$ cat src/jpdch_pkg.sv
package jpdch_pkg;

  localparam int unsigned POS_W   = 32;
  localparam int unsigned VEL_W   = 24;
  localparam int unsigned GAIN_W  = 16;
  localparam int unsigned TQ_W    = 16;
  localparam int unsigned AGE_W   = 16;
  localparam int unsigned JOINT_W = 4;
  localparam int unsigned CFG_IDX_W = 3;

  // datapath widths: gp*(pt-pm) is 17x33, gd*(vt-vm) is 17x25
  localparam int unsigned P1_W  = 50;
  localparam int unsigned P2_W  = 42;
  localparam int unsigned ACC_W = 52;
  localparam int unsigned DRV_W = ACC_W - 6;

  localparam logic [POS_W-1:0] POS_STOP_CODE = 32'h7FFF_FFFF;
  localparam logic [VEL_W-1:0] VEL_STOP_CODE = 24'd4096000;
  localparam logic [7:0]       MODE_ENABLED  = 8'h01;
  localparam logic [AGE_W-1:0] AGE_MAX       = 16'hFFFF;

  typedef enum logic [1:0] {
    KIND_COMMAND    = 2'd0,
    KIND_CONTROL    = 2'd1,
    KIND_HOLD_RESET = 2'd2
  } kind_e;

  typedef enum logic [CFG_IDX_W-1:0] {
    REG_SERVO_MODE    = 3'd0,
    REG_TIMEOUT_TICKS = 3'd1,
    REG_IDLE_GAIN_P   = 3'd2,
    REG_IDLE_GAIN_D   = 3'd3,
    REG_DRIVE_MIN     = 3'd4,
    REG_DRIVE_MAX     = 3'd5
  } reg_e;

  typedef struct packed {
    logic [1:0]               kind;
    logic [JOINT_W-1:0]       joint;
    logic                     last;
    logic [7:0]               motor_mode;
    logic signed [POS_W-1:0]  position;
    logic signed [VEL_W-1:0]  velocity;
    logic [GAIN_W-1:0]        gain_p;
    logic [GAIN_W-1:0]        gain_d;
    logic signed [TQ_W-1:0]   torque;
  } in_item_t;

  typedef struct packed {
    logic [JOINT_W-1:0]       joint_out;
    logic signed [POS_W-1:0]  drive;
    logic [GAIN_W-1:0]        gain_p_out;
    logic [GAIN_W-1:0]        gain_d_out;
    logic                     following_command;
    logic                     last_out;
  } out_item_t;

  typedef struct packed {
    logic signed [POS_W-1:0]  position;
    logic signed [VEL_W-1:0]  velocity;
    logic [GAIN_W-1:0]        gain_p;
    logic [GAIN_W-1:0]        gain_d;
    logic signed [TQ_W-1:0]   torque;
  } entry_t;

  typedef struct packed {
    logic                     servo_mode;
    logic [AGE_W-1:0]         timeout_ticks;
    logic [GAIN_W-1:0]        idle_gain_p;
    logic [GAIN_W-1:0]        idle_gain_d;
    logic signed [POS_W-1:0]  drive_min;
    logic signed [POS_W-1:0]  drive_max;
  } cfg_t;

  // control-element sideband that travels beside the RAM read
  typedef struct packed {
    logic [JOINT_W-1:0]       joint;
    logic                     last;
    logic                     follow;
    logic signed [POS_W-1:0]  meas_pos;
    logic signed [VEL_W-1:0]  meas_vel;
  } req_t;

  typedef struct packed {
    logic [JOINT_W-1:0]       joint;
    logic                     last;
    logic                     follow;
    logic [GAIN_W-1:0]        gain_p;
    logic [GAIN_W-1:0]        gain_d;
  } meta_t;

endpackage

$ cat src/jpdch_cfg.sv
module jpdch_cfg (
  input  logic                               clk_i,
  input  logic                               rst_ni,
  input  logic                               cfg_valid_i,
  output logic                               cfg_ready_o,
  input  logic [jpdch_pkg::CFG_IDX_W-1:0]    cfg_index_i,
  input  logic [31:0]                        cfg_data_i,
  output jpdch_pkg::cfg_t                    cfg_o
);

  jpdch_pkg::cfg_t cfg_q, cfg_d;

  assign cfg_ready_o = 1'b1;
  assign cfg_o       = cfg_q;

  always_comb begin
    cfg_d = cfg_q;
    if (cfg_valid_i) begin
      unique case (cfg_index_i)
        jpdch_pkg::REG_SERVO_MODE:    cfg_d.servo_mode    = cfg_data_i[0];
        jpdch_pkg::REG_TIMEOUT_TICKS: cfg_d.timeout_ticks = cfg_data_i[15:0];
        jpdch_pkg::REG_IDLE_GAIN_P:   cfg_d.idle_gain_p   = cfg_data_i[15:0];
        jpdch_pkg::REG_IDLE_GAIN_D:   cfg_d.idle_gain_d   = cfg_data_i[15:0];
        jpdch_pkg::REG_DRIVE_MIN:     cfg_d.drive_min     = $signed(cfg_data_i);
        jpdch_pkg::REG_DRIVE_MAX:     cfg_d.drive_max     = $signed(cfg_data_i);
        default: ;
      endcase
    end
  end

  always_ff @(posedge clk_i or negedge rst_ni) begin
    if (!rst_ni) begin
      cfg_q.servo_mode    <= 1'b0;
      cfg_q.timeout_ticks <= 16'd125;
      cfg_q.idle_gain_p   <= 16'd5120;
      cfg_q.idle_gain_d   <= 16'd384;
      cfg_q.drive_min     <= -32'sd2949120;
      cfg_q.drive_max     <= 32'sd2949120;
    end else begin
      cfg_q <= cfg_d;
    end
  end

endmodule

$ cat config.mk
export PLATFORM = sky130hd
export DESIGN_NAME = jpdch_cfg
export DESIGN_NICKNAME = d
export VERILOG_FILES = /design/src/jpdch_pkg.sv /design/src/jpdch_cfg.sv
export SDC_FILE = /design/constraint.sdc
export NUM_CORES = 1
export LEC_CHECK = 0
export ABC_AREA = 1
export BUFFER_PORTS_ARGS = -buffer_cell sky130_fd_sc_hd__buf_4
export CORE_ASPECT_RATIO = 0.75
export CORE_MARGIN = 5
export CORE_UTILIZATION = 30
export CTS_CLUSTER_SIZE = 10
export DETAILED_ROUTE_END_ITERATION = 8
export PLACE_DENSITY_LB_ADDON = 0.08
export SLEW_MARGIN = 10
export SYNTH_ARGS = -nofsm -noshare
export SYNTH_HDL_FRONTEND = slang
export SYNTH_SLANG_ARGS = --single-unit
$ cat constraint.sdc
create_clock -name clk_i -period 1 [get_ports clk_i]
set_input_delay 0.05 -clock clk_i [delete_from_list [all_inputs] [get_ports clk_i]]
set_output_delay 0.05 -clock clk_i [all_outputs]
set_load 0.1 [all_outputs]
=== Yosys cells after proc, flatten, opt, wreduce, memory -nomap -nowiden ===
Cells that the tools add are included.

* Eq/ne operators: 5
* Reduce and logical (&&, ||, !) cells: 7

{| class="wikitable"
|+ Operators by type and width
! cell !! number
|-
| $reduce_and A2 Y1 || 6
|-
| $eq A3 B2 Y1 const B || 2
|-
| $eq A3 B3 Y1 const B || 2
|-
| $eq A3 B1 Y1 const B || 1
|-
| $logic_not A3 Y1 || 1
|}

* Flip-flop bits (word level): 113
* Input port bits: 38
* Output and inout bits: 114
* Logic and storage cells: 18

=== Longest topological paths before layout ===
* Word-level depth: 2
* Depth in mapped cells: 6
* Mapped depth without buffers: 5

=== Worst setup path before layout ===
No wires, ideal clock.

* Path type: reg2reg
* From: register, netlist name cfg_o[0]
* To: register cfg_q (netlist bit cfg_o[0])
* Data arrival time: 1.088 ns
* Setup slack: -0.156 ns
* Cell stages (with the launch flop): 3
* Buffers on the path: 0
* Clock period less this slack: 1.156 ns
* Cell sequence: dfrtp_1 > nand2_1 > nand2_1

{| class="wikitable"
|+ RTL lines
! item !! line !! RTL
|-
| end signal: assignment || jpdch_cfg.sv:40 || <nowiki>cfg_q <= cfg_d;</nowiki>
|-
| end: declaration || jpdch_cfg.sv:11 || <nowiki>jpdch_pkg::cfg_t cfg_q, cfg_d;</nowiki>
|}

=== Final worst setup path ===
* From: register cfg_q (netlist bit cfg_o[52])
* To: output port cfg_o[52] in the netlist's numbering

{| class="wikitable"
|+ RTL lines
! item !! line !! RTL
|-
| end: declaration || jpdch_cfg.sv:8 || <nowiki>output jpdch_pkg::cfg_t cfg_o</nowiki>
|}

No word-level cell between the ends.

==> results.md <==
* Status: complete, but fails checks
* Failing checks: setup timing
* Slowest cell on crit path: dfstp_4
* Most frequent cell after synthesis: nand2_1
* Inst Count DP at 849
* Post-DRT Antenna Nets at 0
* CP Buf/Inv Count at 1
* Critical Path Start Type: register
* Row count at 38
* Setup crit end kind: primary output
* Routed Wire Length at 15800 um
* Final GP Congestion at 0.805
* First-pass GRT wire length at 25200 um
* # setup viols final at 113
* H-tree depth at 4
* Req. time, crit path at 0.95 ns
* Overflow after GRT at 0
* DR iter-0 viols at 316
* P&R area growth vs syn at 93.4%
* CP cell instances: buf_12
* Syn Nets at 538
* I/O pin count at 152
* CP arrival at 1.21 ns
* Drt drc at 0
* Initial antenna violation count at 0
* Ys flop type: dfrtp_1
* Mean area per synthesized cell at 8.94 um2
* WHS at 0.0879 ns
* Ant. Diodes at 0
* Crit Path Class: reg2out
* RSZ-0062 raised after global routing: true
* Synth warn at 0
* Pre-Repair DR Iteration Count at 4
* # fillers at 1230
* Final Power at 0.0250 W
* Post-Synthesis Cells at 500
* Tcrit/Tclk final at 126%
* Initial Util at 30.7%
* Synth cell count leaders: nand2_1 (280), dfrtp_1 (86), nand3_1 (65)
* Share of the synthesized area in the top cell type at 48.2%
* Largest net degree at the start of global routing at 25
* Clk sinks at 113
* Final Hold Viols at 0
* Fin. max-slew vios at 0
* Register area share after synthesis at 64.0%
* F_max at 792 MHz
* Fin cells at 920
* Final Cell Area at 8640 um2
* CTS tree: done
* FF+latch area at 3070 um2
* Ranking of synthesized cells by area: dfrtp_1 (48%), nand2_1 (24%), dfstp_2 (16%)
* Worst min path class: in2async
* Clk_lat worst skew at 0.40 ns
* Post-synthesis cell type count at 14
* Largest area contributor in the netlist: dfrtp_1
* Area of the multi-input gates at 1470 um2
* Peak supply drop at 0.00134 V
* Slowest cell delay on critical path at 0.63 ns
* #FFs+latches synth at 113
* Vias per cell at 4.49
* Max-Cap Viols at 0
* Global Route Usage Sum at 19.1%
* Area after DPL at 6240 um2
* Post-synth ARST share at 100%
* Clk slew on worst S/H paths at 0.06 ns
* CTS root buffer: clkbuf_16
* Worst setup margin at -0.262 ns
* Proportion of layout cells with a drive suffix above 1 at 46.7%
* Worst-path fanout max at 2
* Final critical-path required period at 1.26 ns
* Pleak at 4.09 nW
* Clk buf depth at 2
* Die area at 17500 um2
* Die H at 116 um
* Wire per inst at 17.1 um
* Number of global-route vias before repair at 4318
* Nets@finish at 745
* DP HPWL at 10500 um
* Cell family with most CP delay: flip-flops
* Clock Skew at 0 ns
* PortBufs at 150
* Post-Synthesis Cell Area at 4470 um2
* Vias at 4134
* Max reg flops at 113
* Die width at 151 um
* Core ar. at 14500 um2
* Cts bufs inserted at 17
* Pwr/cell area at 2900 nW/um2
* Number of synthesized flops with an enable pin at 0
[cell type report]
cell class	instances	area share, %
timing repair buffer	213	37.0
clock inverter	15	2.40
multi-input combinational	356	17.0
sequential	113	35.5
tap	200	2.90
clock buffer	17	4.92
inverter	6	0.261
[final timing paths]
path / depth (start not counted) / end / from / slack [ns]
max reg2reg: 3 / cfg_o[99]$_DFFE_PN1P_ / cfg_o[99]$_DFFE_PN1P_ / 0.10
min in group clk_i: 5 / cfg_o[96]$_DFFE_PN1P_ / cfg_index_i[1] / 0.09
max in group asynchronous: 3 / cfg_o[101]$_DFFE_PN1P_ / rst_ni / 0.34
min: 2 / cfg_o[88]$_DFFE_PN0P_ / rst_ni / 0.09
max: 1 / cfg_o[52] / cfg_o[52]$_DFFE_PN1P_ / -0.26
min reg2reg: 2 / cfg_o[35]$_DFFE_PN0P_ / cfg_o[35]$_DFFE_PN0P_ / 0.49
[kinds of logic after synthesis]
group / Yosys count / share of synthesized area (%)
buf+inv: 31 / 3.30
flops: 113 / 64.0
simple gates: 355 / 32.6
other cells: 1 / 0.0839
[through the flow]
step                setup TNS [ns]  setup slack [ns]  util [%]
floorplan                        0            0.0305         -
global placement           -0.0184          -0.00456      42.9
detailed placement         -0.0177          -0.00804      42.9
CTS                         -13.42            -0.280      57.9
global route                -15.09            -0.300      59.4
finish                      -11.11            -0.262      59.4
[where the power goes]
group          switching [W]  internal [W]  total (W)
clock                0.00231       0.00420    0.00651
sequential           0.00100       0.00586    0.00686
combinational        0.00774       0.00393     0.0117
[placed cells by master, fill, tap and decap left out, drive strengths merged]
cell,n
inv,9
nand3,65
conb,1
nor2,6
nand2,284
clkinv,4
dfstp,27
buf,178
clkinvlp,4
bufinv,4
dfrtp,86
dlygate4sd3,35
clkbuf,17
[worst reg2reg max path, stage by stage (launching register included)]
cell and delay (ns):
dfstp_4 0.62, buf_4 0.10, nand2_1 0.04, nand2_1 0.07
[per-layer routing]
layer / wire [um] / part of all wire (%) / global-route usage, % / up-vias
met5: 0 / 0 / 0 / -
met4: 91 / 0.58 / 4.83 / 0
met3: 1210 / 7.6 / 6.37 / 8
met2: 7390 / 47 / 28.5 / 137
met1: 7080 / 45 / 26.8 / 2010
li1: - / - / - / 1979
[what timing repair did]
| action | in CTS | in global routing |
|---|---|---|
| resized for setup | 287 | 46 |
| hold endpoints to repair | 200 | 0 |
| gates cloned | 0 | 0 |
| hold buffers | 35 | 0 |
| setup buffers | 2 | 2 |
| setup endpoints to repair | 113 | 113 |
Power figures use the tool's default switching activity.
