**src/jpdch_ram.sv**
```systemverilog
module jpdch_ram #(
  parameter int unsigned WIDTH = 8,
  parameter int unsigned DEPTH = 16
) (
  input  logic                     clk_i,
  input  logic                     wr_en_i,
  input  logic [$clog2(DEPTH)-1:0] wr_addr_i,
  input  logic [WIDTH-1:0]         wr_data_i,
  input  logic                     rd_en_i,
  input  logic [$clog2(DEPTH)-1:0] rd_addr_i,
  output logic [WIDTH-1:0]         rd_data_o
);

  logic [WIDTH-1:0] mem_q [DEPTH];

  always_ff @(posedge clk_i) begin
    if (wr_en_i) begin
      mem_q[wr_addr_i] <= wr_data_i;
    end
    if (rd_en_i) begin
      rd_data_o <= mem_q[rd_addr_i];
    end
  end

endmodule

```
**config.mk**
```make
export PLATFORM = sky130hd
export DESIGN_NAME = jpdch_ram
export DESIGN_NICKNAME = d
export VERILOG_FILES = /design/src/jpdch_ram.sv
export SDC_FILE = /design/constraint.sdc
export NUM_CORES = 1
export LEC_CHECK = 0
export BUFFER_PORTS_ARGS = -buffer_cell sky130_fd_sc_hd__buf_4
export CORE_MARGIN = 1
export CORE_UTILIZATION = 45
export CTS_CLUSTER_SIZE = 8
export DETAILED_ROUTE_END_ITERATION = 10
export HOLD_SLACK_MARGIN = 0.05
export PLACE_DENSITY = 0.65
export SLEW_MARGIN = 0
export SYNTH_ARGS = -nofsm -noshare
export SYNTH_HDL_FRONTEND = slang
export SYNTH_SLANG_ARGS = --single-unit
```
**constraint.sdc**
```tcl
create_clock -name clk_i -period 2.1 [get_ports clk_i]
set_clock_uncertainty 0.2 [all_clocks]
set_input_delay 0.315 -clock clk_i [delete_from_list [all_inputs] [get_ports clk_i]]
set_output_delay 0.315 -clock clk_i [all_outputs]
set_load 0.01 [all_outputs]
```
# Word level (Yosys, flattened, before mapping)
# Memory sizes are Yosys's and may differ from the RTL's. A register that Yosys moved wholly into a read port is not among the register bits.
# Index checks and enable logic that the tools add are counted.
# Widths: inputs -> output; s select.
dict set report totals {
  regBits 0
  output_inout_bits 8
  word_cells 3
  ramBits 128
  input_bits 19
  mem_count 1
}
dict set report classes {
  mux 2
}
# name depth width rd rd_ports_with_merged_regs write_ports line_no
set mem_list {}
lappend mem_list {mem_q 16 8 1 1 1 14} ;# logic [WIDTH-1:0] mem_q [DEPTH];
# cell count
set ops {}
lappend ops {{$mux 1} 2}

# Longest topological paths before layout
# Gate-level depths: netlist of the first run.
dict set report logic_depth {
  ltp_word 2
  ltp_mapped 5
  depth_no_buf 3
}

# Worst setup path before layout of the first run
# No wires, ideal clock.
dict set report synth_path {
  path_kind {input to register}
  start {input wr_addr_i[2]}
  end {memory mem_q[0][0], enable pin}
  path_buffers 0
  arrival_time_ns 1.425
  required_time_ns 1.517
  setup_ns 0.383
  path_stages 2
  path_slack_ns 0.092
  cell_sequence {or3b_2 -> nor3_1}
}
# item line_no
set synth_lines {}
lappend synth_lines {{start, declared} 7} ;# input logic [$clog2(DEPTH)-1:0] wr_addr_i,
lappend synth_lines {{end, declared} 14}
# Straight into the memory's write port.

==> results by group, run 1 <==
Critical path
  – Worst path arrival time: 1650 ps
  – R2R setup slack: 400 ps
  – Critical path launch point type: register
  – Crit. End Element: register
  – CP max FO: 1
  – CP Data Required Time: 2050 ps
  – Kind of critical path: register to register

Placed design
  – I/O Buffers: 26
  – RD Place Congestion: 0.7128
  – Hpwl dp: 6.360 mm

Final layout
  – Area growth syn-to-layout: 21.16%
  – Share of layout cells above drive strength 1: 0.3062
  – Antenna Cells: 0
  – Layout Nets: 314

Floorplan
  – Die W: 109.8 µm
  – # rows: 38
  – Initial core utilization: 0.4719
  – Die height: 109.8 µm
  – Ports: 27
  – Die area: 12050 µm²
  – Core area: 11080 µm²

Detailed routing
  – Vias: 2483
  – Metal3 WL: 525 µm
  – Detail Route Antenna Nets: 0
  – WL/cell: 21.91 µm
  – WL final: 9.795 mm
  – Drt drc: 0
  – DRT met1 WL: 4.447 mm
  – Vias/cell: 5.555
  – DR top layer: met4
  – Routed wl met2: 4.630 mm
  – Drt pass-1 iters: 4
  – Drt first-iter violations: 138

GRT
  – Vias in the first global route: 2461
  – Tot GR Track Use: 0.1852
  – GRT overflow: 0
  – Global-route wire length before repair: 14.78 mm
  – Antenna violations before repair: 0
  – Largest net degree at the start of global routing: 22

Yosys
  – Post-Syn Nets: 248
  – Synth Area in Compound Gates: 0.02298
  – Ys flop type: edfxtp_1
  – Synth async-reset ratio: 0
  – Mapped Cells: 229
  – Sequential area share after synthesis: 0.7812
  – Post-Synth Adder-Cell Area: 0
  – Mapped cell area: 5228 µm²
  – Mux contribution to synthesized area: 0.1479
  – Yosys warnings: 0
  – Register bit total from synthesis: 136
  – Number of library cell types mapped by synthesis: 18
  – Number of synthesized flops with an enable pin: 136
  – Syn_area_per_cell: 22.83 µm²
  – Largest family of logic cells by synthesized area: multiplexers
  – XOR/XNOR Fraction of Synth Area: 0
  – Area share of and/or/nand/nor cells after synthesis: 0.03135

STA
  – TNS Setup: 0 ps
  – Hold slack: 62.33 ps
  – Unrepaired setup endpoints after global routing: no
  – Worst-Margin Slew: 359.4 ps
  – Fin crit share: 0.8085
  – Setup violations, final: 0
  – Max-slew violations: 0
  – Fin. Hold Viols: 0
  – Slew headroom: 0.7604
  – Max Clk Rate: 589.0 MHz
  – Final min period: 1698 ps

Power
  – Lkg Pwr: 2.158 nW
  – Cell Pwr Density: 948.6 nW/µm²
  – Max VDD drop: 0.0004515 V

Clocking
  – CTS clock-pin slew for the worst setup and hold paths: 50 ps
  – H-tree depth: 4
  – Worst skew pair latency: 410 ps
  – Clock sink total: 136
  – CTS buffer count: 17
  – CTS tree: done
  – Maximum clock path buffer count: 2
  – Clk root buf: clkbuf_16

Status
  – Status: finished clean

Flow run
  – Number of max-cap violations: 0

Min path
  – Hold Crit Class: primary input to register
Yosys cell counts (2+ instances only):
master           number  share of area
edfxtp_1            136           0.78
a22oi_1              16          0.023
nand2b_1              2         0.0024
nand2_1               9         0.0065
nor3_1                4         0.0038
mux4_2               18          0.078
buf_6                 3         0.0065
nand3b_1              2         0.0029
buf_2                 3         0.0029
nor2_1               13         0.0093
clkdlybuf4s25_2       3         0.0057
mux4_1               14          0.070
cells in the final DEF (no fill, tap or decap), types with 3 or more instances in the layout:
master / netlist / routed
clkinv_2: 0 / 6
nand2_1: 9 / 9
buf_12: 0 / 4
buf_4: 1 / 45
edfxtp_1: 136 / 136
nor2_1: 13 / 13
mux4_2: 18 / 18
mux4_1: 14 / 14
nor3_1: 4 / 4
a22oi_1: 16 / 16
dlygate4sd3_1: 0 / 8
clkbuf_16: 0 / 17
clkinv_1: 0 / 3
registers in the layout, indices dropped and copies added, names as in the netlist:
| register | cells |
|---|---|
| mem_q | 128 |
| rd_data_o | 8 |
through the flow:
stage / area, µm² / utilization / worst slack (ps) / total power [mW] / std cells
detailed placement: 5734 / 0.5176 / 27.62 / 3.454 / 408
global route: 6334 / 0.5717 / 336.2 / 6.181 / 447
global placement: 5734 / 0.5176 / 27.75 / 3.445 / 408
finish: 6334 / 0.5717 / 402.2 / 6.008 / 447
CTS: 6334 / 0.5717 / 382.0 / 6.050 / 447
floorplan: 5228 / - / 92.13 / 3.288 / 229
cells by family after synthesis:
family          count (synthesis)
buf+inv                        10
mux                            32
flops                         136
simple gates                   35
compound gates                 16
layer usage:
| layer | global-route usage | up-vias |
|---|---|---|
| li1 | - | 1116 |
| met1 | 0.2626 | 1276 |
| met2 | 0.2723 | 76 |
| met3 | 0.04624 | 15 |
| met4 | 0.08381 | 0 |
| met5 | 0 | - |
critical path, cell delays in order (launching register included):
cell and delay (ps):
edfxtp_1 370, mux4_2 490, a22oi_1 290, nand2_1 80
where the power goes:
part | switching, mW | internal (mW)
Sequential | 0.0140 | 3.06
Clock | 1.02 | 1.59
Combinational | 0.172 | 0.157
Total | 1.20 | 4.81
timing repair:
item / 4_1_cts / 5_1_grt
hold endpoints to repair: 120 / 0
resized for setup: 0 / 0
hold buffers: 8 / 0
setup buffers: 0 / 0
layout make-up:
class,count,area [µm²]
clock inverter,12,86.33
multi-input combinational,83,1057
clock buffer,19,432.9
timing repair buffer,57,498.0
tap,140,175.2
fill,840,4745
sequential,136,4084
path summary, 6_finish.rpt:
kind,cells past startpoint,start,end
setup / recovery,3,mem_q[14][6],rd_data_o[6]
hold / removal,1,wr_data_i[5],mem_q[6][5]
setup reg to reg,3,mem_q[14][6],rd_data_o[6]
hold reg to reg,3,mem_q[0][3],rd_data_o[3]
(Power assumes the default switching activity.)
==> run 2: changes to the inputs <==
==> constraint.sdc (replaced) <==
create_clock -name clk_i -period 1.6 [get_ports clk_i]
set_clock_uncertainty 0.2 [all_clocks]
set_input_delay 0.24 -clock clk_i [delete_from_list [all_inputs] [get_ports clk_i]]
set_output_delay 0.24 -clock clk_i [all_outputs]
set_load 0.01 [all_outputs]
==> run 2 against run 1 <==
The flow now finishes with violations (setup timing). Non-clock buffer count increased by 13. Flip-flop and latch count unchanged. Highest routed layer unchanged. Worst setup slack got worse by 430 ps. Combinational power grew 41%. Largest cell class unchanged.
==> results by group, run 2 (synthesis results as in run 1) <==
STA
  – Setup violations, final: 2 (was 0)
  – Unrepaired setup endpoints after global routing: yes (was no)
  – Worst-Margin Slew: 957.3 ps (was 359.4 ps)
  – Hold slack: 151.9 ps (was 62.33 ps)
  – Final min period: 1631 ps (was 1698 ps)
  – Slew headroom: 0.3605 (was 0.7604)
  – Fin crit share: 1.020 (was 0.8085)
  – Fin. Hold Viols: 0 (unchanged)
  – Max Clk Rate: 613.0 MHz (was 589.0 MHz)
  – Worst setup margin: -31.36 ps (was 402.2 ps)
  – Max-slew violations: 0 (unchanged)

Critical path
  – Kind of critical path: register to register (unchanged)
  – R2R setup slack: -30 ps (was 400 ps)
  – Crit. End Element: register (unchanged)
  – Critical path launch point type: register (unchanged)
  – CP Data Required Time: 1540 ps (was 2050 ps)
  – Crit-path cells: mux4_2 > a22oi_2 > nand2_1 (was mux4_2 > a22oi_1 > nand2_1)
  – CP max FO: 1 (unchanged)
  – FF-to-FF End: rd_data_o[6] (unchanged)
  – Worst path arrival time: 1570 ps (was 1650 ps)
  – Reg-to-Reg Start: mem_q[10][6] (was mem_q[14][6])
  – Slowest CP cell: mux4_2 (unchanged)
  – Worst R2R Path Depth: 3 (unchanged)
  – Largest stage delay on the critical path: 470 ps (was 490 ps)

GRT
  – Antenna violations before repair: 0 (unchanged)
  – Largest net degree at the start of global routing: 17 (was 22)
  – GRT overflow: 0 (unchanged)
  – Global-route wire length before repair: 15.55 mm (was 14.78 mm)
  – Met2 Use GR: 0.2991 (was 0.2723)
  – GR peak layer: met2 (unchanged)
  – Vias in the first global route: 2659 (was 2461)
  – GR Util met1: 0.2636 (was 0.2626)
  – Met3 GRT Util: 0.04386 (was 0.04624)
  – Tot GR Track Use: 0.1905 (was 0.1852)

Clocking
  – Clock sink total: 136 (unchanged)
  – Clk root buf: clkbuf_16 (unchanged)
  – Worst skew pair latency: 400 ps (was 410 ps)
  – CTS clock-pin slew for the worst setup and hold paths: 60 ps (was 50 ps)
  – H-tree depth: 4 (unchanged)
  – Maximum clock path buffer count: 2 (unchanged)
  – CTS buffer count: 17 (unchanged)
  – CTS tree: done (unchanged)
  – Post-CTS Setup Bufs: 0 (unchanged)

Status
  – Violated checks: setup timing
  – Status: finished with violations (was finished clean)

Flow run
  – Number of max-cap violations: 0 (unchanged)

Final layout
  – Area growth syn-to-layout: 24.72% (was 21.16%)
  – Most common cell after layout, fill and taps aside: edfxtp_1 (unchanged)
  – Layout Nets: 327 (was 314)
  – Reg with most FFs: mem_q (unchanged)
  – Number of fillers in the final layout: 827 (was 840)
  – Share of layout cells above drive strength 1: 0.4019 (was 0.3062)
  – Multi-input logic area: 1055 µm² (was 1057 µm²)
  – Design Area, Final: 6520 µm² (was 6334 µm²)
  – Max reg flops: 128 (unchanged)
  – Reg area: 4084 µm² (unchanged)
  – Commonest non-fill, non-tap cells in the layout: edfxtp_1 (136), buf_4 (56), mux4_2 (32) (was edfxtp_1 (136), buf_4 (45), mux4_2 (18))
  – Top Registers: mem_q x128, rd_data_o x8 (unchanged)
  – Antenna Cells: 0 (unchanged)

Min path
  – Hold Startpoint: wr_addr_i[0] (was wr_data_i[5])
  – Sink of the worst hold path: mem_q[4][0] (was mem_q[6][5])
  – Hold Path Stages: 3 (was 1)
  – Hold Crit Class: primary input to register (unchanged)

Detailed routing
  – Vias: 2548 (was 2483)
  – Drt first-iter violations: 183 (was 138)
  – Detail Route Antenna Nets: 0 (unchanged)
  – Vias/cell: 5.527 (was 5.555)
  – WL/cell: 21.95 µm (was 21.91 µm)
  – Drt drc: 0 (unchanged)
  – Drt pass-1 iters: 4 (unchanged)
  – WL final: 10.12 mm (was 9.795 mm)

Floorplan
  – Core area: 11080 µm² (unchanged)
  – Initial core utilization: 0.4719 (unchanged)
  – Die area: 12050 µm² (unchanged)
  – Die W: 109.8 µm (unchanged)
  – Die height: 109.8 µm (unchanged)
  – Ports: 27 (unchanged)
  – # rows: 38 (unchanged)

Placed design
  – Dpl cell area: 5803 µm² (was 5734 µm²)
  – Hpwl dp: 6.853 mm (was 6.360 mm)
  – Pre-CTS setup slack: -389.1 ps (was 27.62 ps)
  – RD Place Congestion: 0.7587 (was 0.7128)
  – I/O Buffers: 26 (unchanged)

Power
  – Cell Pwr Density: 1293 nW/µm² (was 948.6 nW/µm²)
  – Max VDD drop: 0.0006925 V (was 0.0004515 V)
  – Total Power: 8.431 mW (was 6.008 mW)
  – Lkg Pwr: 2.213 nW (was 2.158 nW)
==> run 2: cell types whose count changed in the layout (fill, tap and decap cells not counted), sizes merged <==
| cell | previous run | this run |
|---|---|---|
| buf | 49 | 61 |
| bufinv | 1 | 4 |
| clkbuf | 19 | 22 |
| clkinv | 9 | 6 |
| clkinvlp | 2 | 0 |
| dlygate4sd3 | 8 | 9 |
==> run 2: power by group <==
part	internal [mW]	switching [mW]
registers	4.02	0.0264
logic	0.230	0.235
clock network	2.59	1.33
total	6.84	1.60
==> run 2: area by class of cell <==
cell class | count | share of cell area
Clock inverter | 10 | 0.02322
Multi-Input combinational cell | 83 | 0.1618
Clock buffer | 22 | 0.06813
Timing Repair Buffer | 70 | 0.09365
Sequential cell | 136 | 0.6264
Tap cell | 140 | 0.02687
==> run 2: through the flow <==
step                utilization  TNS [ps]  std cells
finish                   0.5885    -35.12        461
global route             0.5885    -333.0        461
CTS                      0.5875    -91.71        461
detailed placement       0.5238     -7457        420
global placement         0.5238     -6812        420
floorplan                     -     -3575        229
==> run 2: metal layers <==
layer,part of all wire,vias up
met1,0.44,1328
met2,0.50,84
met5,0,-
met4,0.011,0
li1,-,1126
met3,0.050,10
==> run 2: worst max-delay path by stage <==
stage / startpoint / end / slack, ps / depth (start not counted)
6_report: mem_q[10][6] / rd_data_o[6] / -30 / 3
5_1_grt: mem_q[11][6] / rd_data_o[6] / -70 / 3
4_1_cts: mem_q[10][6] / rd_data_o[6] / -40 / 3
3_5_place_dp: rd_addr_i[0] / rd_data_o[6] / -390 / 5
3_3_place_gp: rd_addr_i[0] / rd_data_o[6] / -390 / 5
2_1_floorplan: wr_addr_i[2] / mem_q[3][0] / -110 / 2
==> run 2: worst max-delay path: cells and delay by family (launching register included) <==
family             cells  cell delay [ps]
and+or+nand+nor        1               80
muxes                  1              470
DFF                    1              370
AOI/OAI and AO/OA      1              240
==> run 2: what timing repair did <==
action	in CTS	in global routing
hold buffers	9	0
hold endpoints to repair	136	0
resized for setup	4	4
setup endpoints to repair	6	8
