--- src/jpdch_pkg.sv ---
package jpdch_pkg;

  localparam int unsigned POS_W   = 32;
  localparam int unsigned VEL_W   = 24;
  localparam int unsigned GAIN_W  = 16;
  localparam int unsigned TQ_W    = 16;
  localparam int unsigned AGE_W   = 16;
  localparam int unsigned JOINT_W = 4;
  localparam int unsigned CFG_IDX_W = 3;

  // datapath widths: gp*(pt-pm) is 17x33, gd*(vt-vm) is 17x25
  localparam int unsigned P1_W  = 50;
  localparam int unsigned P2_W  = 42;
  localparam int unsigned ACC_W = 52;
  localparam int unsigned DRV_W = ACC_W - 6;

  localparam logic [POS_W-1:0] POS_STOP_CODE = 32'h7FFF_FFFF;
  localparam logic [VEL_W-1:0] VEL_STOP_CODE = 24'd4096000;
  localparam logic [7:0]       MODE_ENABLED  = 8'h01;
  localparam logic [AGE_W-1:0] AGE_MAX       = 16'hFFFF;

  typedef enum logic [1:0] {
    KIND_COMMAND    = 2'd0,
    KIND_CONTROL    = 2'd1,
    KIND_HOLD_RESET = 2'd2
  } kind_e;

  typedef enum logic [CFG_IDX_W-1:0] {
    REG_SERVO_MODE    = 3'd0,
    REG_TIMEOUT_TICKS = 3'd1,
    REG_IDLE_GAIN_P   = 3'd2,
    REG_IDLE_GAIN_D   = 3'd3,
    REG_DRIVE_MIN     = 3'd4,
    REG_DRIVE_MAX     = 3'd5
  } reg_e;

  typedef struct packed {
    logic [1:0]               kind;
    logic [JOINT_W-1:0]       joint;
    logic                     last;
    logic [7:0]               motor_mode;
    logic signed [POS_W-1:0]  position;
    logic signed [VEL_W-1:0]  velocity;
    logic [GAIN_W-1:0]        gain_p;
    logic [GAIN_W-1:0]        gain_d;
    logic signed [TQ_W-1:0]   torque;
  } in_item_t;

  typedef struct packed {
    logic [JOINT_W-1:0]       joint_out;
    logic signed [POS_W-1:0]  drive;
    logic [GAIN_W-1:0]        gain_p_out;
    logic [GAIN_W-1:0]        gain_d_out;
    logic                     following_command;
    logic                     last_out;
  } out_item_t;

  typedef struct packed {
    logic signed [POS_W-1:0]  position;
    logic signed [VEL_W-1:0]  velocity;
    logic [GAIN_W-1:0]        gain_p;
    logic [GAIN_W-1:0]        gain_d;
    logic signed [TQ_W-1:0]   torque;
  } entry_t;

  typedef struct packed {
    logic                     servo_mode;
    logic [AGE_W-1:0]         timeout_ticks;
    logic [GAIN_W-1:0]        idle_gain_p;
    logic [GAIN_W-1:0]        idle_gain_d;
    logic signed [POS_W-1:0]  drive_min;
    logic signed [POS_W-1:0]  drive_max;
  } cfg_t;

  // control-element sideband that travels beside the RAM read
  typedef struct packed {
    logic [JOINT_W-1:0]       joint;
    logic                     last;
    logic                     follow;
    logic signed [POS_W-1:0]  meas_pos;
    logic signed [VEL_W-1:0]  meas_vel;
  } req_t;

  typedef struct packed {
    logic [JOINT_W-1:0]       joint;
    logic                     last;
    logic                     follow;
    logic [GAIN_W-1:0]        gain_p;
    logic [GAIN_W-1:0]        gain_d;
  } meta_t;

endpackage

--- src/jpdch_pd_pipe.sv ---
module jpdch_pd_pipe (
  input  logic                  clk_i,
  input  logic                  rst_ni,
  input  jpdch_pkg::cfg_t       cfg_i,
  input  logic                  req_valid_i,
  output logic                  req_ready_o,
  input  jpdch_pkg::req_t       req_i,
  input  jpdch_pkg::entry_t     ent_i,
  output logic                  out_valid_o,
  input  logic                  out_stall_i,
  output jpdch_pkg::out_item_t  out_data_o
);

  localparam int unsigned P1_W  = jpdch_pkg::P1_W;
  localparam int unsigned P2_W  = jpdch_pkg::P2_W;
  localparam int unsigned ACC_W = jpdch_pkg::ACC_W;
  localparam int unsigned DRV_W = jpdch_pkg::DRV_W;

  logic v2_q, v3_q, vo_q;
  logic rdy2, rdy3, rdyo;

  assign rdyo        = !vo_q || !out_stall_i;
  assign rdy3        = !v3_q || rdyo;
  assign rdy2        = !v2_q || rdy3;
  assign req_ready_o = rdy2;

  // stage 2: differences and products
  logic signed [32:0]     dp;
  logic signed [24:0]     dv;
  logic signed [P1_W-1:0] p1_d, p1_q;
  logic signed [P2_W-1:0] p2_d, p2_q;
  logic signed [15:0]     tq_q;
  logic signed [31:0]     tgt_q;
  jpdch_pkg::meta_t       m2_q, m2_d;

  assign dp   = $signed({ent_i.position[31], ent_i.position})
              - $signed({req_i.meas_pos[31], req_i.meas_pos});
  assign dv   = $signed({ent_i.velocity[23], ent_i.velocity})
              - $signed({req_i.meas_vel[23], req_i.meas_vel});
  assign p1_d = $signed({1'b0, ent_i.gain_p}) * dp;
  assign p2_d = $signed({1'b0, ent_i.gain_d}) * dv;

  always_comb begin
    m2_d.joint  = req_i.joint;
    m2_d.last   = req_i.last;
    m2_d.follow = req_i.follow;
    m2_d.gain_p = ent_i.gain_p;
    m2_d.gain_d = ent_i.gain_d;
  end

  always_ff @(posedge clk_i) begin
    if (rdy2 && req_valid_i) begin
      p1_q  <= p1_d;
      p2_q  <= p2_d;
      tq_q  <= ent_i.torque;
      tgt_q <= ent_i.position;
      m2_q  <= m2_d;
    end
  end

  // stage 3: sum at 22 fractional bits, round to 16
  logic [ACC_W-1:0]        acc;
  logic [ACC_W-1:0]        ff_term;
  logic signed [DRV_W-1:0] val_d, val_q;
  jpdch_pkg::meta_t        m3_q;

  assign ff_term = m2_q.follow ? {{(ACC_W-30){tq_q[15]}}, tq_q, 14'b0} : '0;
  assign acc = {{(ACC_W-P1_W){p1_q[P1_W-1]}}, p1_q}
             + {{(ACC_W-P2_W-8){p2_q[P2_W-1]}}, p2_q, 8'b0}
             + ff_term
             + ACC_W'(32);

  always_comb begin
    if (cfg_i.servo_mode) begin
      val_d = $signed({{(DRV_W-32){tgt_q[31]}}, tgt_q});
    end else begin
      val_d = $signed(acc[ACC_W-1:6]);
    end
  end

  always_ff @(posedge clk_i) begin
    if (rdy3 && v2_q) begin
      val_q <= val_d;
      m3_q  <= m2_q;
    end
  end

  // output stage: clamp, drive_max wins on crossed limits
  logic signed [DRV_W-1:0] lo, hi, lo_clamped, fin;
  jpdch_pkg::out_item_t    out_q, out_d;

  assign lo = $signed({{(DRV_W-32){cfg_i.drive_min[31]}}, cfg_i.drive_min});
  assign hi = $signed({{(DRV_W-32){cfg_i.drive_max[31]}}, cfg_i.drive_max});
  assign lo_clamped = (val_q < lo) ? lo : val_q;
  assign fin        = (lo_clamped > hi) ? hi : lo_clamped;

  always_comb begin
    out_d.joint_out         = m3_q.joint;
    out_d.drive             = fin[31:0];
    out_d.gain_p_out        = m3_q.gain_p;
    out_d.gain_d_out        = m3_q.gain_d;
    out_d.following_command = m3_q.follow;
    out_d.last_out          = m3_q.last;
  end

  always_ff @(posedge clk_i) begin
    if (rdyo && v3_q) begin
      out_q <= out_d;
    end
  end

  always_ff @(posedge clk_i or negedge rst_ni) begin
    if (!rst_ni) begin
      v2_q <= 1'b0;
      v3_q <= 1'b0;
      vo_q <= 1'b0;
    end else begin
      if (rdy2) v2_q <= req_valid_i;
      if (rdy3) v3_q <= v2_q;
      if (rdyo) vo_q <= v3_q;
    end
  end

  assign out_valid_o = vo_q;
  assign out_data_o  = out_q;

endmodule

--- config.mk ---
export PLATFORM = sky130hd
export DESIGN_NAME = jpdch_pd_pipe
export DESIGN_NICKNAME = d
export VERILOG_FILES = /design/src/jpdch_pkg.sv /design/src/jpdch_pd_pipe.sv
export SDC_FILE = /design/constraint.sdc
export NUM_CORES = 2
export LEC_CHECK = 0
export ABC_CLOCK_PERIOD_IN_PS = 7460
export BUFFER_PORTS_ARGS = -buffer_cell sky130_fd_sc_hd__buf_2
export CORE_MARGIN = 8
export CORE_UTILIZATION = 55
export CTS_CLUSTER_DIAMETER = 100
export CTS_CLUSTER_SIZE = 14
export DETAILED_ROUTE_END_ITERATION = 8
export PLACE_DENSITY_LB_ADDON = 0.12
export REMOVE_ABC_BUFFERS = 1
export SLEW_MARGIN = 10
export SYNTH_ARGS = -nofsm -noshare
export SYNTH_HDL_FRONTEND = slang
export SYNTH_SLANG_ARGS = --single-unit
--- constraint.sdc ---
create_clock -name clk_i -period 7.46 [get_ports clk_i]
set_input_delay 2.238 -clock clk_i [delete_from_list [all_inputs] [get_ports clk_i]]
set_output_delay 2.238 -clock clk_i [all_outputs]
set_load 0.1 [all_outputs]
After elaboration in Yosys (flattened, before gate mapping)

Index checks and enable logic that the tools add are counted.

Register bits: 335
Input port bits: 283
Output and inout bits: 72

$add $sub $neg: 5
Multiply operators: 2
Magnitude comparators: 2
Multiplexer cells: 4
Reduce and logical (&&, ||, !) cells: 10

Operators with widths:

| kind                                           | count |
|---|---|
| 2-to-1 mux 46 bit                              | 2 |
| adder 52 bit                                   | 1 |
| adder 52 x 6 -> 52 bit (second input constant) | 1 |
| 2-to-1 mux 52 bit                              | 1 |
| adder 50 x 50 -> 51 bit                        | 1 |
| multiplier 17 x 33 -> 50 bit                   | 1 |
| greater-than comparator 46 x 32 -> 1 bit       | 1 |
| less-than comparator 46 x 32 -> 1 bit          | 1 |
| multiplier 17 x 25 -> 42 bit                   | 1 |
| subtractor 32 x 32 -> 33 bit                   | 1 |
| 2-to-1 mux 32 bit                              | 1 |
| subtractor 24 x 24 -> 25 bit                   | 1 |
| zero test 1 bit                                | 4 |
| logical AND 1 bit                              | 3 |
| logical OR 1 bit                               | 3 |

Logic depth before layout (Yosys ltp)

Word-level depth: 5
Gate-level depth with buffers: 37

Worst setup path before layout

No wires, ideal clock.

Path kind: input to register
Start point: input port ent_i[72] (netlist bit)
End point: register p1_q[49] (data pin)
Arrival time: 10.181 ns
Data required time: 7.195 ns
Path slack: -2.987 ns
Stages: 34
Cells stage by stage: inv_1 ha_1 fa_1 nor2b_1 o21a_1 o21ai_0 a21o_1 a211oi_1 o21ai_0 o31ai_1 nor2_1 xnor2_1 clkbuf_1 nand2_1 fa_1 fa_1 fa_1 inv_1 fa_1 fa_1 inv_1 fa_1 inv_1 ha_1 a21o_1 a21o_1 a221oi_1 o41a_1 a211oi_1 nor3_1 o211a_1 o31ai_1 a221oi_1 xnor2_1

Longest elaborated chain between the ends: 2

RTL lines:

| what                         | RTL line            | source |
|---|---|---|
| start: declaration           | jpdch_pd_pipe.sv:8  | `input jpdch_pkg::entry_t ent_i,` |
| subtractor 32 x 32 -> 33 bit | jpdch_pd_pipe.sv:37 | `- $signed({req_i.meas_pos[31], req_i.meas_pos});` |
| multiplier 17 x 33 -> 50 bit | jpdch_pd_pipe.sv:40 | `assign p1_d = $signed({1'b0, ent_i.gain_p}) * dp;` |
| via p1_d[49]                 | jpdch_pd_pipe.sv:30 | `logic signed [P1_W-1:0] p1_d, p1_q;` |
| end signal: assignment       | jpdch_pd_pipe.sv:53 | `p1_q <= p1_d;` |
| end: declaration             | jpdch_pd_pipe.sv:30 |  |

The timed path passes the listed nets, and every way through them passes these cells.
A chain may end at the register's enable or synchronous reset.

Worst setup path in the final report

Start point: input port ent_i[48] (netlist bit)
End point: register p2_q[41] (data pin)

Longest elaborated chain between the ends: 2

RTL lines:

| what                         | RTL line            | source |
|---|---|---|
| subtractor 24 x 24 -> 25 bit | jpdch_pd_pipe.sv:39 | `- $signed({req_i.meas_vel[23], req_i.meas_vel});` |
| multiplier 17 x 25 -> 42 bit | jpdch_pd_pipe.sv:41 | `assign p2_d = $signed({1'b0, ent_i.gain_d}) * dv;` |
| via p2_d[41]                 | jpdch_pd_pipe.sv:31 | `logic signed [P2_W-1:0] p2_d, p2_q;` |
| end signal: assignment       | jpdch_pd_pipe.sv:54 | `p2_q <= p2_d;` |
| end: declaration             | jpdch_pd_pipe.sv:31 |  |

The timed path passes the listed nets, and every way through them passes these cells.

==> results.sh <==
export IMPL_seq_area_frac_synth=0.1757
export IMPL_combined_area_of_all_synthesized_cells_mm2=0.05633
export IMPL_maxSlewHeadroom=0.2501
export IMPL_worst_clock_skew_ps=31.58
export IMPL_synthAdderAreaFrac=0.4177
export IMPL_criticalPathCategory="in2reg"
export IMPL_worst_slew_pin_slew_ps=1125
export IMPL_wire_length_of_the_first_global_routing_pass_um=262800
export IMPL_hold_viol=0
export IMPL_hold_path_depth=0
export IMPL_synth_largest_type_area_fraction=0.3184
export IMPL_totalWireLength_um=168600
export IMPL_gp_routability_congestion=0.9419
export IMPL_crit_top_cell="fa_1"
export IMPL_fin_util=0.6989
export IMPL_largest_family_of_logic_cells_by_synthesized_area="adder cells"
export IMPL_worstReg2RegStart="p1_q[8]"
export IMPL_io_pins=355
export IMPL_worst_endpoint_required_ps=7830
export IMPL_final_antenna_net_count=0
export IMPL_clkTransAtPathRegs_ps=60
export IMPL_syn_area_per_cell_um2=9.298
export IMPL_cp_end_kind="register"
export IMPL_outcome="finished, violations left"
export IMPL_rr_endpoint="val_q[36]"
export IMPL_buffer_ports_inserted=306
export IMPL_grt_pass1_vias=48450
export IMPL_drt_iter0_markers=3420
export IMPL_grt_antenna_before_repair=18
export IMPL_fp_dieArea_mm2=0.1129
export IMPL_worst_hold_path_endpoint="out_data_o[30]"
export IMPL_worstSkewPairLatency_ps=630
export IMPL_drt_pass1_iterations=5
export IMPL_layout_area_seq_mm2=0.009894
export IMPL_dp_final_hpwl_um=136100
export IMPL_final_critical_path_time_including_i_o_delays_and_setup_ps=9606
export IMPL_post_synth_main_area_contributors="fa_1 (32%), edfxtp_1 (17%), ha_1 (9.9%), inv_1 (8.3%), nand2_1 (4.7%)"
export IMPL_post_synth_inst_count=6058
export IMPL_yosys_warnings=0
export IMPL_ff2ff_path_depth=23
export IMPL_row_count=117
export IMPL_slew_violations=0
export IMPL_synthesized_area_fraction_occupied_by_xor_and_xnor_cells=0.02954
export IMPL_cts_tree="yes"
export IMPL_fp_dieW_um=336.0
export IMPL_muxShareOfSynthArea=0.02141
export IMPL_fmaxAchievable_mhz=104.1
export IMPL_setup_reg_to_reg_worst_slack_ps=940
export IMPL_drt_vias_per_instance=5.472
export IMPL_crit_arrival_ps=9980
export IMPL_cts_buffers_inserted=30
export IMPL_worst_hold_path_type="reg2reg"
export IMPL_synth_cell_types=92
export IMPL_vias=46870
export IMPL_ctsLongestPathBuffers=3
export IMPL_worst_path_largest_cell_delay_ps=550
export IMPL_post_route_cells_drive_above_1_share=0.2719
export IMPL_synth_simple_gate_area_share=0.1507
export IMPL_initial_core_util=0.5536
export IMPL_timing_final_setup_violations=73
export IMPL_async_flop_share=0.009091
export IMPL_core_area_mm2=0.1017
export IMPL_grt_overflow_total=0
export IMPL_clock_root_buffer="clkbuf_16"
export IMPL_wire_per_inst_um=19.68
export IMPL_grt_usage=0.2942
export IMPL_maxCapViolations=0
export IMPL_violations="negative setup slack"
export IMPL_tns_setup_ps=-115870
export IMPL_rsz0062_at_grt="yes"
export IMPL_synth_enable_flop_cells=327
export IMPL_final_period_utilization=1.288
export IMPL_final_net_count=8791
export IMPL_post_place_cells=8385
export IMPL_drt_drc_violations_left=0
export IMPL_die_h_um=336.0
export IMPL_synth_area_leader_cell="fa_1"
export IMPL_layout_area_overhead_vs_synth_pct=26.24
export IMPL_final_cell_count_no_fill=8565
export IMPL_worst_path_max_delay_cell="fa_1"
export IMPL_crit_fanout=4
export IMPL_complex_gate_fraction_of_the_synthesized_area=0.1032
export IMPL_timing_hold_worst_start="m3_q[28]"
export IMPL_tritoncts_num_sinks=330
export IMPL_fin_ws_ps=-2146
export IMPL_synth_seq_cells=330
export IMPL_fillers=7868
export IMPL_main_synth_ff_type="edfxtp_1"
export IMPL_multi_input_comb_area_mm2=0.04349
export IMPL_maximum_number_of_pins_on_one_net_before_global_route_repair=152
export IMPL_htree_levels=1
export IMPL_setup_worst_path_start_class="input pin"
==> flip-flops by register name (all words and copies together), names as in the netlist <==
name and count:
tgt_q 32, v3_q 1, val_q 46, m2_q 38, out_valid_o 1, m3_q 38, p1_q 45, p2_q 42
tq_q 16, out_data_o 70, v2_q 1
==> layout by cell type, fill, tap and decap left out, drive strengths merged, types with 49 or more instances in the layout <==
cell and instances:
a21oi 205, edfxtp 327, inv 1252, nor2 162, and2 296, nand4 58
nand2b 87, xnor2 131, ha 447, xor2 59, mux2 84, o21ai 177
nand3 107, nand2 702, nor2b 67, nor3 61, buf 1333, fa 896
a31oi 49, a21o 146
==> worst max path at each step <==
| stage | end | start | depth (start not counted) |
|---|---|---|---|
| final | p2_q[41] | ent_i[48] | 36 |
| after global routing | p2_q[41] | req_i[6] | 32 |
| after CTS | p1_q[42] | ent_i[72] | 37 |
| after detailed placement | p2_q[40] | req_i[0] | 38 |
| after global placement | p2_q[40] | ent_i[48] | 39 |
| after floorplan | p2_q[41] | req_i[10] | 29 |
==> layout make-up <==
cell class / count / area share
well taps: 1368 / 0.02407
multi-input cells: 4212 / 0.6116
diodes: 13 / 0.0004575
clock buffers: 44 / 0.01130
clock inverters: 7 / 0.001425
inverters: 1252 / 0.06619
repair buffers: 1339 / 0.1458
flip-flops and latches: 330 / 0.1391
==> cell usage after synthesis, types with 67 or more instances <==
master,number
inv_1,1251
fa_1,896
nand2_1,702
ha_1,447
edfxtp_1,327
and2_1,294
clkbuf_1,243
a21oi_1,202
nor2_1,162
o21ai_0,159
a21o_1,146
xnor2_1,131
nand3_1,107
nand2b_1,87
mux2_2,84
nor2b_1,67
==> repair_timing <==
action,CTS,global route
gates resized for setup,491,239
gates cloned,3,1
hold buffers,0,0
setup buffers,101,40
setup endpoints to repair,106,107
pin swaps,347,215
==> per-stage QoR <==
step / setup WS [ps] / hold WS, ps / area [um2]
finish: -2146 / 415.8 / 71110
global route: -2443 / 420.9 / 71080
CTS: -2073 / 417.9 / 69840
detailed placement: -3641 / 404.5 / 65980
global placement: -3618 / 400.7 / 65980
floorplan: -3880 / 400.3 / 55300
==> kinds of logic after synthesis <==
| group | count (synthesis) |
|---|---|
| compound gates | 865 |
| xor+xnor | 190 |
| fa+ha+maj | 1343 |
| buf+inv | 1516 |
| flops | 330 |
| mux | 110 |
| simple gates | 1704 |
==> routing by layer <==
layer	global-route usage	wire (um)
met5	0	58
met4	0.09448	6583
met3	0.04800	12390
met2	0.4881	80500
met1	0.3956	69020
==> worst max-delay path: cells and delay by family <==
family,cells,cell delay (ps)
AO/OA/AOI/OAI,16,3140
adder cells (fa/ha/maj),9,3670
AND/OR/NAND/NOR,3,300
XOR/XNOR,1,80
buffers and inverters,7,500
Power is not shown: default switching activity piles up to over one toggle a cycle in this logic, so the estimate is an artifact.
